==> src/rtl/scu_pkg.sv <==
`default_nettype none

package scu_pkg;

    // field widths
    localparam int CoordW = 32;
    localparam int RadW   = 31;
    localparam int DiffW  = CoordW + 1;
    localparam int SqW    = 2 * DiffW;
    localparam int RootW  = 34;
    localparam int SqrtSteps = RootW;
    localparam int RemW   = RootW + 1;
    localparam int VecW   = RootW + 2;

    // query codes
    typedef enum logic [1:0] {
        OP_SPHERE  = 2'd0,
        OP_POINT   = 2'd1,
        OP_SURFACE = 2'd2
    } scu_op_e;

    typedef struct packed {
        logic [1:0]               opcode;
        logic signed [CoordW-1:0] center_x;
        logic signed [CoordW-1:0] center_y;
        logic signed [CoordW-1:0] center_z;
        logic [RadW-1:0]          radius_a;
        logic signed [CoordW-1:0] other_x;
        logic signed [CoordW-1:0] other_y;
        logic signed [CoordW-1:0] other_z;
        logic [RadW-1:0]          radius_b;
    } scu_query_t;

    typedef struct packed {
        logic                     hit;
        logic signed [CoordW-1:0] vec_x;
        logic signed [CoordW-1:0] vec_y;
        logic signed [CoordW-1:0] vec_z;
        logic                     degenerate;
        logic                     saturated;
    } scu_result_t;

    // decoded query kind, all clear for the unused code
    typedef struct packed {
        logic sphere;
        logic point;
        logic surface;
    } scu_kind_t;

    // classified command handed from front to back
    typedef struct packed {
        scu_kind_t                   kind;
        logic [2:0][CoordW-1:0]      c;
        logic [2:0][DiffW-1:0]       d;
        logic [RadW-1:0]             ra;
        logic [RadW-1:0]             rb;
    } scu_cmd_t;

    // command plus distance results, carried through the divider
    typedef struct packed {
        scu_cmd_t         cmd;
        logic [RootW-1:0] len;
        logic [RootW-1:0] mag;
        logic             flip;
        logic             hit;
        logic             deg;
    } scu_meta_t;

    function automatic logic [DiffW-1:0] abs_diff(input logic [DiffW-1:0] d);
        return d[DiffW-1] ? DiffW'(~d + 1'b1) : d;
    endfunction

endpackage

`default_nettype wire

==> src/rtl/scu_if.sv <==
`default_nettype none

interface scu_query_if;
    import scu_pkg::*;
    logic       valid;
    logic       ready;
    scu_query_t data;

    modport source (output valid, output data, input ready);
    modport sink (input valid, input data, output ready);
endinterface


`default_nettype wire

==> src/rtl/scu_front.sv <==
`default_nettype none

module scu_front (
    input  wire logic       clk,
    input  wire logic       rst_n,
    scu_query_if.sink       query,
    output logic            cmd_valid,
    input  wire logic       cmd_ready,
    output scu_pkg::scu_cmd_t cmd
);
    import scu_pkg::*;

    logic     f_valid_reg;
    logic     f_valid_next;
    scu_cmd_t f_cmd_reg;
    scu_cmd_t f_cmd_next;
    logic     take;

    // hold one classified command, refill on the cycle it moves on
    assign query.ready = !f_valid_reg || cmd_ready;
    assign take        = query.valid && query.ready;
    assign cmd_valid   = f_valid_reg;
    assign cmd         = f_cmd_reg;

    // decode the query code and form the per-axis differences
    always_comb
    begin
        f_cmd_next      = '0;
        case (scu_op_e'(query.data.opcode))
            OP_SPHERE:  f_cmd_next.kind.sphere  = 1'b1;
            OP_POINT:   f_cmd_next.kind.point   = 1'b1;
            OP_SURFACE: f_cmd_next.kind.surface = 1'b1;
            default:    f_cmd_next.kind         = '0;
        endcase
        f_cmd_next.c[0] = query.data.center_x;
        f_cmd_next.c[1] = query.data.center_y;
        f_cmd_next.c[2] = query.data.center_z;
        f_cmd_next.d[0] = DiffW'(query.data.other_x) - DiffW'(query.data.center_x);
        f_cmd_next.d[1] = DiffW'(query.data.other_y) - DiffW'(query.data.center_y);
        f_cmd_next.d[2] = DiffW'(query.data.other_z) - DiffW'(query.data.center_z);
        f_cmd_next.ra   = query.data.radius_a;
        f_cmd_next.rb   = query.data.radius_b;
    end

    always_comb
    begin
        if (take)
            f_valid_next = 1'b1;
        else if (cmd_ready)
            f_valid_next = 1'b0;
        else
            f_valid_next = f_valid_reg;
    end

    always_ff @(posedge clk or negedge rst_n)
    begin
        if (!rst_n)
            f_valid_reg <= 1'b0;
        else
            f_valid_reg <= f_valid_next;
    end

    always_ff @(posedge clk)
    begin
        if (take)
            f_cmd_reg <= f_cmd_next;
    end

endmodule

`default_nettype wire

==> src/flat_wrapper.sv <==
// flat-port wrapper written by rule: the top's interface ports become plain ports
module scu_front_flat import scu_pkg::*;
  (clk, rst_n, cmd_valid, cmd_ready, cmd, query_valid, query_data, query_ready);
  scu_query_if query_i ();
  input  wire logic clk;
  input  wire logic rst_n;
  output logic cmd_valid;
  input  wire logic cmd_ready;
  output scu_pkg::scu_cmd_t cmd;
  input wire logic [$bits(query_i.valid)-1:0] query_valid;
  input wire logic [$bits(query_i.data)-1:0] query_data;
  output wire logic [$bits(query_i.ready)-1:0] query_ready;
  assign query_i.valid = query_valid;
  assign query_i.data = query_data;
  assign query_ready = query_i.ready;
  scu_front u_core (.clk(clk), .rst_n(rst_n), .query(query_i), .cmd_valid(cmd_valid), .cmd_ready(cmd_ready), .cmd(cmd));
endmodule
==> config.mk <==
export PLATFORM = sky130hd
export DESIGN_NAME = scu_front_flat
export DESIGN_NICKNAME = d
export VERILOG_FILES = /design/src/rtl/scu_pkg.sv /design/src/rtl/scu_if.sv /design/src/rtl/scu_front.sv /design/src/flat_wrapper.sv
export SDC_FILE = /design/constraint.sdc
export NUM_CORES = 1
export LEC_CHECK = 0
export BUFFER_PORTS_ARGS = -buffer_cell sky130_fd_sc_hd__buf_2
export CAP_MARGIN = 20
export CELL_PAD_IN_SITES_DETAIL_PLACEMENT = 0
export CELL_PAD_IN_SITES_GLOBAL_PLACEMENT = 1
export CORE_UTILIZATION = 30
export CTS_BUF_LIST = sky130_fd_sc_hd__clkbuf_8
export CTS_CLUSTER_DIAMETER = 100
export DETAILED_ROUTE_END_ITERATION = 10
export HOLD_SLACK_MARGIN = 0.03
export PLACE_DENSITY = 0.78
export SLEW_MARGIN = 20
export SYNTH_ARGS = -nofsm -noshare
export SYNTH_HDL_FRONTEND = slang
export SYNTH_SLANG_ARGS = --single-unit
==> constraint.sdc <==
create_clock -name clk -period 13.99 [get_ports clk]
set_clock_uncertainty 0.2 [all_clocks]
set_input_delay 0.6995 -clock clk [delete_from_list [all_inputs] [get_ports clk]]
set_output_delay 0.6995 -clock clk [all_outputs]
set_load 0.02 [all_outputs]
==> results of run 1 <==
-- critical path, delay by kind of cell --
family,cells,cell delay [ps]
compound gates,7,1810
simple gates,1,150
fa+ha+maj,2,630
buf+inv,2,660
-- synthesized netlist by cell type (3+ instances only) --
cell and instances:
sky130_fd_sc_hd__a31oi_1 9, sky130_fd_sc_hd__nand4_1 15, sky130_fd_sc_hd__and2_1 6, sky130_fd_sc_hd__edfxtp_1 260, sky130_fd_sc_hd__and3_1 10, sky130_fd_sc_hd__a31o_2 3, sky130_fd_sc_hd__clkbuf_1 10, sky130_fd_sc_hd__fa_1 3
sky130_fd_sc_hd__xor2_1 30, sky130_fd_sc_hd__nand3_1 20, sky130_fd_sc_hd__o41ai_1 3, sky130_fd_sc_hd__o31a_1 4, sky130_fd_sc_hd__a21oi_1 87, sky130_fd_sc_hd__or2_2 4, sky130_fd_sc_hd__nand2_1 58, sky130_fd_sc_hd__o21bai_1 6
sky130_fd_sc_hd__nand2b_1 14, sky130_fd_sc_hd__o21ai_0 44, sky130_fd_sc_hd__o21ai_1 4, sky130_fd_sc_hd__o211ai_1 12, sky130_fd_sc_hd__o31ai_1 4, sky130_fd_sc_hd__a211oi_1 8, sky130_fd_sc_hd__ha_1 96, sky130_fd_sc_hd__nor3_1 14
sky130_fd_sc_hd__xnor2_1 54, sky130_fd_sc_hd__nor2b_1 13, sky130_fd_sc_hd__inv_1 134, sky130_fd_sc_hd__o21a_1 12, sky130_fd_sc_hd__a21o_1 39, sky130_fd_sc_hd__o221ai_1 3, sky130_fd_sc_hd__a2111oi_0 4, sky130_fd_sc_hd__o22ai_1 5
sky130_fd_sc_hd__nor2_1 54
-- flip-flops by register name (all words and copies together), names as in the netlist --
signal and count:
u_core.cmd_valid 1, u_core.cmd 260
-- power by group through the flow --
stage                     registers, mW  clock network, mW  logic (mW)
final                             0.962              0.751       0.480
after global routing              0.968              0.810       0.524
after CTS                         0.963              0.777       0.482
after detailed placement          0.978                  0       0.465
after global placement            0.977                  0       0.463
after floorplan                    1.06                  0       0.221
-- area by class of cell --
cell class              instances  area (µm²)  area share
repair buffers                590        3310       0.181
well taps                     585         732      0.0401
flip-flops and latches        261        7830       0.429
clock buffers                  51         702      0.0385
inverters                     134         503      0.0276
diodes                          7        17.5    0.000960
multi-input cells             681        4890       0.268
clock inverters                38         272      0.0149
-- cells by family after synthesis --
kind of cell	synth area share
mux	0.000754
buf+inv	0.0419
simple gates	0.0828
fa+ha+maj	0.0950
xor+xnor	0.0554
compound gates	0.134
flops	0.590
-- metal layers --
metal	vias to the layer above	global-route usage	routed length, µm
met4	2	0.0727	1350
met5	-	0	13
met1	5161	0.199	16400
met2	412	0.286	19600
li1	5294	-	-
met3	83	0.0434	2990
-- through the flow --
step	util	power (mW)
floorplan	-	1.29
global placement	0.383	1.44
detailed placement	0.383	1.44
CTS	0.421	2.22
global route	0.421	2.30
finish	0.421	2.19
-- worst min path at each step --
| stage | start | endpoint | slack (ps) |
|---|---|---|---|
| 2_1_floorplan | rst_n | u_core.cmd_valid | 200 |
| 3_3_place_gp | rst_n | u_core.cmd_valid | 270 |
| 3_5_place_dp | rst_n | u_core.cmd_valid | 280 |
| 4_1_cts | query_data[253] | u_core.cmd[192] | 30 |
| 5_1_grt | query_data[239] | u_core.cmd[178] | 40 |
| 6_report | query_data[239] | u_core.cmd[178] | 90 |
==> flow_metrics.env, run 1 <==
export IMPL_run_status="completed"
export IMPL_post_place_ws_ps=10140
export IMPL_detail_route_first_pass_iterations=5
export IMPL_synth_cells=1089
export IMPL_floorplan_die_width_um=212
export IMPL_die_y_um=212
export IMPL_post_route_cells_drive_above_1_share=0.344
export IMPL_final_fill_count=4206
export IMPL_hold_path_class="input pin to register"
export IMPL_finalWorstSetupSlack_ps=10180
export IMPL_period_share=0.272
export IMPL_instances_no_fill=2347
export IMPL_antenna_nets_post_route=0
export IMPL_pwr_density_cell_mw_per_mm2=120
export IMPL_report_final_slew_viol_count=0
export IMPL_worst_slew_pin_transition_ps=1100
export IMPL_worstSkewPairLatency_ps=590
export IMPL_critical_path_max_stage_delay_ps=530
export IMPL_internal_power_mw=1.54
export IMPL_p_clk_frac=0.342
export IMPL_synth_cell_types=65
export IMPL_pin_count_of_the_biggest_net_entering_global_routing=202
export IMPL_seq_area_frac_synth=0.590
export IMPL_worst_ir_drop_vdd_uv=64.2
export IMPL_crit_path_start="query_data[222]"
export IMPL_drc=0
export IMPL_pwr_share_seq=0.439
export IMPL_regToRegEndpoint="u_core.cmd[129]"
export IMPL_synth_warning_count=0
export IMPL_worstPathCellList="dlygate4sd3_1 -> buf_2 -> ha_1 -> fa_1 -> nor2b_4 -> o31a_1 -> o41ai_1 -> o21ai_0 -> o31ai_1 -> a32oi_1 -> a21oi_1 -> a221o_1"
export IMPL_num_vias=11000
export IMPL_synth_edf_count=260
export IMPL_clock_sinks=261
export IMPL_critical_path_startpoint_type="input pin"
export IMPL_synth_seq_cells=261
export IMPL_power_switching_mw=0.649
export IMPL_clock_path_buffers=3
export IMPL_number_of_global_route_vias_before_repair=10700
export IMPL_grt_pass1_wl_um=57900
export IMPL_route_detailed_vias_per_inst=4.67
export IMPL_cts_repair_timing_setup_buffer_count=0
export IMPL_hold_ws_ps=90.8
export IMPL_final_cell_mix="sky130_fd_sc_hd__buf_2, sky130_fd_sc_hd__edfxtp_1, sky130_fd_sc_hd__inv_1"
export IMPL_setup_repair_after_global_routing_missed_its_margin="false"
export IMPL_gr_total_overflow=0
export IMPL_critPathSlowestCell="sky130_fd_sc_hd__dlygate4sd3_1"
export IMPL_synth_async_sr_flop_share=0.00383
export IMPL_finalSetupViolCount=0
export IMPL_required_time_of_the_critical_path_ps=14120
export IMPL_synth_largest_type_area_fraction=0.588
export IMPL_place_area_mm2=0.0166
export IMPL_cell_area_after_layout_mm2=0.0183
export IMPL_crit_arrival_ps=3950
export IMPL_power_share_combinational=0.219
export IMPL_endpoint_kind="register"
export IMPL_post_drt_wl_per_cell_um=17.2
export IMPL_syn_num_nets=1448
export IMPL_place_detailed_instances=2184
export IMPL_flow_area_growth_from_synthesis_pct=37.5
export IMPL_number_of_buffers_created_by_cts=49
export IMPL_yosysTopAreaCell="sky130_fd_sc_hd__edfxtp_1"
export IMPL_rrSetupSlack_ps=11000
export IMPL_fp_coreArea_mm2=0.0434
export IMPL_cts_resized_gates=0
export IMPL_cts_tree="yes"
export IMPL_drt_initial_drc_count=546
export IMPL_synth_cell_area_mm2=0.0133
export IMPL_drv_cap=0
export IMPL_path_class="input pin to register"
export IMPL_global_route_usage_total=0.168
export IMPL_timing_fmax_mhz=262
export IMPL_fp_rows=76
export IMPL_cell_leakage_power_nw=8.26
export IMPL_min_period_ps=3810
export IMPL_mostFrequentLayoutCell="sky130_fd_sc_hd__buf_2"
export IMPL_postCtsHoldBufs=67
export IMPL_num_io_pins=522
export IMPL_worst_setup_hold_path_clk_slew_ps=60
export IMPL_synthFlopType="sky130_fd_sc_hd__edfxtp_1"
export IMPL_mapped_avg_cell_area_um2=12.2
export IMPL_grt_antenna_before_repair=9
export IMPL_switch_share=0.296
export IMPL_worstReg2RegStart="u_core.cmd_valid"
export IMPL_finalHoldViolations=0
export IMPL_post_synth_main_area_contributors="sky130_fd_sc_hd__edfxtp_1, sky130_fd_sc_hd__ha_1, sky130_fd_sc_hd__inv_1"
export IMPL_gp_routability_congestion=0.862
export IMPL_slew_headroom=0.269
export IMPL_routed_wl_um=40300
export IMPL_crit_path_end="u_core.cmd[94]"
export IMPL_clock_tree_htree_level_count=2
export IMPL_crit_path_max_fanout=4
export IMPL_place_hpwl_um=30800
export IMPL_floorplan_die_area_mm2=0.0451
export IMPL_worst_hold_path_num_cells=1
export IMPL_totalNegativeSetupSlack_ps=0
export IMPL_rr_worst_depth=4
export IMPL_finish_net_count=2076
export IMPL_initial_utilization=0.306
export IMPL_port_buffers=521
export IMPL_clock_tree_root_cell="sky130_fd_sc_hd__clkbuf_8"
(Power assumes the default switching activity.)
==> inputs of run 2 (changes only) <==
ABC_AREA = 1   (was not set)
PLACE_DENSITY = 0.82   (was 0.78)
clock period = 3.2 ns   (was 13.99 ns; I/O delays follow)
==> run 2 against run 1 <==
Compared with the run above: design area is 27% higher; critical endpoint is now u_core.cmd[160]; hold slack worse by 3.6 ps; clock-buffer cell count fell by 4.
==> flow_metrics.env, run 2 <==
export IMPL_run_status="completed"
export IMPL_period_share=0.713
export IMPL_cts_resized_gates=0
export IMPL_synthFlopType="sky130_fd_sc_hd__edfxtp_1"
export IMPL_worst_slew_pin_transition_ps=953
export IMPL_post_synth_top_count_cell="sky130_fd_sc_hd__nand2_1"
export IMPL_clock_path_buffers=3
export IMPL_fp_rows=83
export IMPL_synth_cell_types=22
export IMPL_pwr_share_seq=0.426
export IMPL_mostFrequentLayoutCell="sky130_fd_sc_hd__nand2_1"
export IMPL_hold_path_class="input pin to register"
export IMPL_endpoint_kind="register"
export IMPL_global_route_usage_total=0.198
export IMPL_synth_async_sr_flop_share=0.00383
export IMPL_synth_seq_cells=261
export IMPL_floorplan_die_width_um=230
export IMPL_instances_no_fill=3549
export IMPL_floorplan_die_area_mm2=0.0529
export IMPL_p_clk_frac=0.307
export IMPL_number_of_global_route_vias_before_repair=15700
export IMPL_rr_worst_depth=2
export IMPL_netlist_top_cells_count="sky130_fd_sc_hd__nand2_1, sky130_fd_sc_hd__inv_1, sky130_fd_sc_hd__edfxtp_1"
export IMPL_critPathBufInv=3
export IMPL_finalHoldViolations=0
export IMPL_yosysTopAreaCell="sky130_fd_sc_hd__edfxtp_1"
export IMPL_post_synth_main_area_contributors="sky130_fd_sc_hd__edfxtp_1, sky130_fd_sc_hd__nand2_1, sky130_fd_sc_hd__inv_1"
export IMPL_worstPathCellList="dlygate4sd3_1 -> buf_2 -> ha_1 -> fa_1 -> inv_1 -> nand2_1 -> nand2_1 -> nand3_1 -> nand2_1 -> nand2_1 -> nand2_2 -> nand2_1 -> nand3_1 -> nand2_1"
export IMPL_hold_ws_ps=87.2
export IMPL_place_detailed_instances=3147
export IMPL_crit_path_max_fanout=3
export IMPL_report_power_total_mw=9.86
export IMPL_required_time_of_the_critical_path_ps=3340
export IMPL_grt_use_met1=0.230
export IMPL_pin_count_of_the_biggest_net_entering_global_routing=137
export IMPL_gr_max_usage_layer="met2"
export IMPL_grt_use_met2=0.354
export IMPL_mapped_avg_cell_area_um2=8.01
export IMPL_num_io_pins=522
export IMPL_setup_repair_after_global_routing_missed_its_margin="false"
export IMPL_sequential_cell_area_mm2=0.00783
export IMPL_post_drt_wl_per_cell_um=15.3
export IMPL_regToRegEndpoint="u_core.cmd[198]"
export IMPL_flow_area_growth_from_synthesis_pct=48.2
export IMPL_final_fill_count=4928
export IMPL_crit_arrival_ps=2430
export IMPL_gr_total_overflow=0
export IMPL_min_period_ps=2280
export IMPL_post_route_cells_drive_above_1_share=0.211
export IMPL_worstReg2RegStart="u_core.cmd_valid"
export IMPL_pwr_density_cell_mw_per_mm2=427
export IMPL_routed_wl_um=54200
export IMPL_internal_power_mw=6.65
export IMPL_seq_area_frac_synth=0.502
export IMPL_critPathSlowestCell="sky130_fd_sc_hd__dlygate4sd3_1"
export IMPL_detail_route_first_pass_iterations=5
export IMPL_cell_leakage_power_nw=12.4
export IMPL_synth_warning_count=0
export IMPL_clock_tree_root_cell="sky130_fd_sc_hd__clkbuf_8"
export IMPL_drv_cap=0
export IMPL_min_from="query_data[150]"
export IMPL_syn_num_nets=2304
export IMPL_drt_initial_drc_count=858
export IMPL_multiInputGateArea_mm2=0.00596
export IMPL_largest_register_ffs=260
export IMPL_grt_pass1_wl_um=82300
export IMPL_power_switching_mw=3.21
export IMPL_critical_path_startpoint_type="input pin"
export IMPL_initial_utilization=0.304
export IMPL_grt_use_met3=0.0438
export IMPL_num_vias=15600
export IMPL_synth_largest_type_area_fraction=0.501
export IMPL_report_final_slew_viol_count=0
export IMPL_power_share_combinational=0.267
export IMPL_finish_net_count=3189
export IMPL_cts_repair_timing_setup_buffer_count=0
export IMPL_die_y_um=230
export IMPL_holdPathEnd="u_core.cmd[54]"
export IMPL_route_detailed_vias_per_inst=4.39
export IMPL_drc=0
export IMPL_rrSetupSlack_ps=1190
export IMPL_slew_headroom=0.365
export IMPL_critPathTopFamily="buffers and inverters"
export IMPL_fp_coreArea_mm2=0.0513
export IMPL_worst_hold_path_num_cells=2
export IMPL_switch_share=0.325
export IMPL_cp_common_cell="sky130_fd_sc_hd__nand2_1"
export IMPL_synth_edf_count=260
export IMPL_synth_cell_area_mm2=0.0156
export IMPL_antenna_nets_post_route=0
export IMPL_final_cell_mix="sky130_fd_sc_hd__nand2_1, sky130_fd_sc_hd__buf_2, sky130_fd_sc_hd__inv_1"
export IMPL_timing_fmax_mhz=438
export IMPL_worstSkewPairLatency_ps=590
export IMPL_clock_sinks=261
export IMPL_synth_cells=1945
export IMPL_critical_path_max_stage_delay_ps=560
export IMPL_totalNegativeSetupSlack_ps=0
export IMPL_gp_routability_congestion=0.907
export IMPL_postCtsHoldBufs=313
export IMPL_place_hpwl_um=39600
export IMPL_cts_tree="yes"
export IMPL_port_buffers=521
export IMPL_finalSetupViolCount=0
export IMPL_worst_setup_hold_path_clk_slew_ps=60
export IMPL_grt_antenna_before_repair=4
export IMPL_crit_cells=14
export IMPL_worst_ir_drop_vdd_uv=305
export IMPL_path_class="input pin to register"
export IMPL_number_of_buffers_created_by_cts=47
export IMPL_clock_tree_htree_level_count=2
## run 2: how the worst max path moves through the flow
stage	from	to	slack [ps]
2_1_floorplan	u_core.cmd_valid	u_core.cmd[0]	-2190
3_3_place_gp	query_data[31]	u_core.cmd[160]	1000
3_5_place_dp	query_data[31]	u_core.cmd[160]	920
4_1_cts	query_data[158]	u_core.cmd[160]	1010
5_1_grt	query_data[222]	u_core.cmd[90]	840
6_report	query_data[158]	u_core.cmd[160]	920
## run 2: cells by family after synthesis
kind of cell | Yosys count | share of synthesized area
AO/OA/AOI/OAI | 68 | 0.0230
XOR/XNOR | 45 | 0.0253
adder cells (fa/ha/maj) | 99 | 0.0809
buffers and inverters | 480 | 0.116
flip-flops | 261 | 0.502
AND/OR/NAND/NOR | 992 | 0.252
## run 2: metrics by stage
| step | util | worst slack, ps | area (µm²) |
|---|---|---|---|
| after floorplan | - | -2190 | 15600 |
| after global placement | 0.372 | 999 | 19100 |
| after detailed placement | 0.372 | 916 | 19100 |
| after CTS | 0.450 | 1010 | 23100 |
| after global routing | 0.450 | 845 | 23100 |
| final | 0.450 | 917 | 23100 |
## run 2: cell type report
type / instances / area share
sequential: 261 / 0.339
multi-input combinational: 1204 / 0.258
timing repair buffer: 837 / 0.251
inverter: 479 / 0.0778
tap: 680 / 0.0368
clock buffer: 47 / 0.0280
clock inverter: 37 / 0.00921
antenna: 4 / 0.000433
## run 2: per-layer routing
metal / routed length (µm) / share of wire
met1: 21700 / 0.40
met5: 0 / 0
met3: 3950 / 0.073
met4: 1820 / 0.034
met2: 26700 / 0.49
## run 2: power by group through the flow
stage                     registers [mW]  clock network (mW)  logic, mW
after floorplan                     4.60                   0       1.12
after global placement              4.26                   0       2.28
after detailed placement            4.26                   0       2.30
after CTS                           4.20                3.11       2.61
after global routing                4.22                3.25       2.89
final                               4.20                3.02       2.64
==> inputs of run 3 (changes only) <==
PLACE_DENSITY = 0.79   (was 0.82)
clock period = 2.2 ns   (was 3.2 ns; I/O delays follow)
==> run 3 against run 2 <==
Compared with the run above: power is 54% higher; global-route usage is 1.1 points higher; register-to-register slack worse by 730 ps; hold slack worse by 3.3 ps; first-iteration DRC count is 9.4% higher; clock-buffer cell count is 4 higher; sequential share of layout area is 1.8 points lower; wire length is 4.7% higher.
==> flow_metrics.env, run 3 (synthesis gave the netlist of run 2 again) <==
export IMPL_run_status="completed"
export IMPL_report_final_slew_viol_count=0
export IMPL_grt_pass1_wl_um=86300
export IMPL_finish_net_count=3305
export IMPL_routed_wl_um=56800
export IMPL_grt_use_met1=0.245
export IMPL_clock_tree_htree_level_count=2
export IMPL_largest_register_ffs=260
export IMPL_detail_route_first_pass_iterations=5
export IMPL_multiInputGateArea_mm2=0.00599
export IMPL_totalNegativeSetupSlack_ps=0
export IMPL_num_io_pins=522
export IMPL_cell_leakage_power_nw=13.0
export IMPL_worst_ir_drop_vdd_uv=461
export IMPL_crit_path_max_fanout=3
export IMPL_sequential_cell_area_mm2=0.00783
export IMPL_place_area_mm2=0.0192
export IMPL_grt_antenna_before_repair=3
export IMPL_flow_area_growth_from_synthesis_pct=56.5
export IMPL_initial_utilization=0.304
export IMPL_critical_path_startpoint_type="input pin"
export IMPL_p_clk_frac=0.330
export IMPL_internal_power_mw=10.3
export IMPL_clock_path_buffers=3
export IMPL_crit_arrival_ps=2310
export IMPL_die_y_um=230
export IMPL_pin_count_of_the_biggest_net_entering_global_routing=101
export IMPL_min_period_ps=2140
export IMPL_final_cell_mix="sky130_fd_sc_hd__nand2_1, sky130_fd_sc_hd__buf_2, sky130_fd_sc_hd__inv_1"
export IMPL_drt_initial_drc_count=939
export IMPL_finalWorstSetupSlack_ps=62.1
export IMPL_cts_tree="yes"
export IMPL_cell_area_after_layout_mm2=0.0244
export IMPL_grt_use_met2=0.369
export IMPL_timing_fmax_mhz=468
export IMPL_drv_cap=0
export IMPL_post_route_cells_drive_above_1_share=0.211
export IMPL_power_share_combinational=0.266
export IMPL_gp_routability_congestion=0.890
export IMPL_fp_coreArea_mm2=0.0513
export IMPL_fin_util=0.476
export IMPL_gr_total_overflow=0
export IMPL_port_buffers=521
export IMPL_worstReg2RegStart="u_core.cmd_valid"
export IMPL_period_share=0.972
export IMPL_global_route_usage_total=0.209
export IMPL_post_place_ws_ps=-22.3
export IMPL_fp_rows=83
export IMPL_rrSetupSlack_ps=460
export IMPL_rr_worst_depth=3
export IMPL_place_hpwl_um=40800
export IMPL_endpoint_kind="register"
export IMPL_min_from="query_data[171]"
export IMPL_regToRegEndpoint="u_core.cmd[114]"
export IMPL_pwr_density_cell_mw_per_mm2=622
export IMPL_required_time_of_the_critical_path_ps=2380
export IMPL_slew_headroom=0.615
export IMPL_number_of_global_route_vias_before_repair=16300
export IMPL_worst_hold_path_num_cells=2
export IMPL_finalSetupViolCount=0
export IMPL_number_of_buffers_created_by_cts=50
export IMPL_power_switching_mw=4.82
export IMPL_final_fill_count=4799
export IMPL_num_vias=15900
export IMPL_mostFrequentLayoutCell="sky130_fd_sc_hd__nand2_1"
export IMPL_worst_setup_hold_path_clk_slew_ps=60
export IMPL_grt_use_met3=0.0389
export IMPL_finalHoldViolations=0
export IMPL_floorplan_die_area_mm2=0.0529
export IMPL_floorplan_die_width_um=230
export IMPL_switch_share=0.318
export IMPL_holdPathEnd="u_core.cmd[238]"
export IMPL_worst_slew_pin_transition_ps=578
export IMPL_antenna_nets_post_route=0
export IMPL_gr_max_usage_layer="met2"
export IMPL_path_class="input pin to register"
export IMPL_hold_path_class="input pin to register"
export IMPL_clock_sinks=261
export IMPL_pwr_share_seq=0.403
export IMPL_worstSkewPairLatency_ps=610
export IMPL_clock_tree_root_cell="sky130_fd_sc_hd__clkbuf_8"
export IMPL_route_detailed_vias_per_inst=4.35
export IMPL_drc=0
export IMPL_post_drt_wl_per_cell_um=15.5
==> run 3: cell count changes in the layout (fill, tap and decap cells not counted), moves of 3 or more <==
cell	before	now
sky130_fd_sc_hd__clkbuf_8	47	51
sky130_fd_sc_hd__buf_12	2	5
sky130_fd_sc_hd__buf_4	0	8
sky130_fd_sc_hd__dlygate4sd3_1	314	416
sky130_fd_sc_hd__inv_1	492	488
sky130_fd_sc_hd__clkinv_1	13	10
sky130_fd_sc_hd__bufinv_16	2	5
==> run 3: how the worst max path moves through the flow <==
stage                startpoint              end  slack [ps]  cells after the start
2_1_floorplan  u_core.cmd_valid    u_core.cmd[0]       -3190                      1
3_3_place_gp     query_data[31]  u_core.cmd[160]          10                     14
3_5_place_dp     query_data[31]  u_core.cmd[152]         -20                     14
4_1_cts          query_data[90]  u_core.cmd[125]          40                     12
5_1_grt          query_data[31]  u_core.cmd[156]          -5                     15
6_report        query_data[190]  u_core.cmd[127]          60                     14
==> run 3: worst max-delay path, stage by stage <==
cell                            delay [ps]
sky130_fd_sc_hd__dlygate4sd3_1         540
sky130_fd_sc_hd__buf_2                 150
sky130_fd_sc_hd__ha_1                  220
sky130_fd_sc_hd__fa_1                  470
sky130_fd_sc_hd__inv_1                 110
sky130_fd_sc_hd__nand2_1                60
sky130_fd_sc_hd__nand2_1                90
sky130_fd_sc_hd__nand3_1                90
sky130_fd_sc_hd__nand2_2                90
sky130_fd_sc_hd__nand2_1                60
sky130_fd_sc_hd__nand2_2               110
sky130_fd_sc_hd__nand2_1                90
sky130_fd_sc_hd__nand3_1                70
sky130_fd_sc_hd__nand2_1                50
==> run 3: power by group through the flow <==
stage	Sequential [mW]	Combinational (mW)	Clock [mW]
finish	6.11	4.04	5.01
global route	6.14	4.42	5.33
CTS	6.11	3.98	5.12
detailed placement	6.20	3.39	0
global placement	6.20	3.36	0
floorplan	6.70	1.63	0
==> run 3: routing by layer <==
layer,vias to the layer above,share of wire
li1,7960,-
met1,7307,0.42
met2,558,0.49
met3,116,0.058
met4,2,0.039
met5,-,0.00030
==> run 3: metrics by stage <==
step | instances | total power, mW | hold WS [ps]
after global placement | 3157 | 9.56 | -314
after global routing | 3660 | 15.9 | 60.7
after floorplan | 1945 | 8.33 | -386
final | 3661 | 15.2 | 83.9
after CTS | 3658 | 15.2 | 34.6
after detailed placement | 3157 | 9.59 | -313
==> run 3: timing repair <==
item,4_1_cts,5_1_grt
hold buffers,416,0
hold endpoints to repair,352,0
setup buffers,0,1
resized for setup,0,8
setup endpoints to repair,0,6
==> run 3: layout make-up <==
type                       instances  share of cell area
antenna                            2            0.000205
inverter                         479              0.0737
multi-input combinational       1204               0.245
clock inverter                    34              0.0117
clock buffer                      51              0.0288
tap                              680              0.0349
timing repair buffer             950               0.284
sequential                       261               0.321
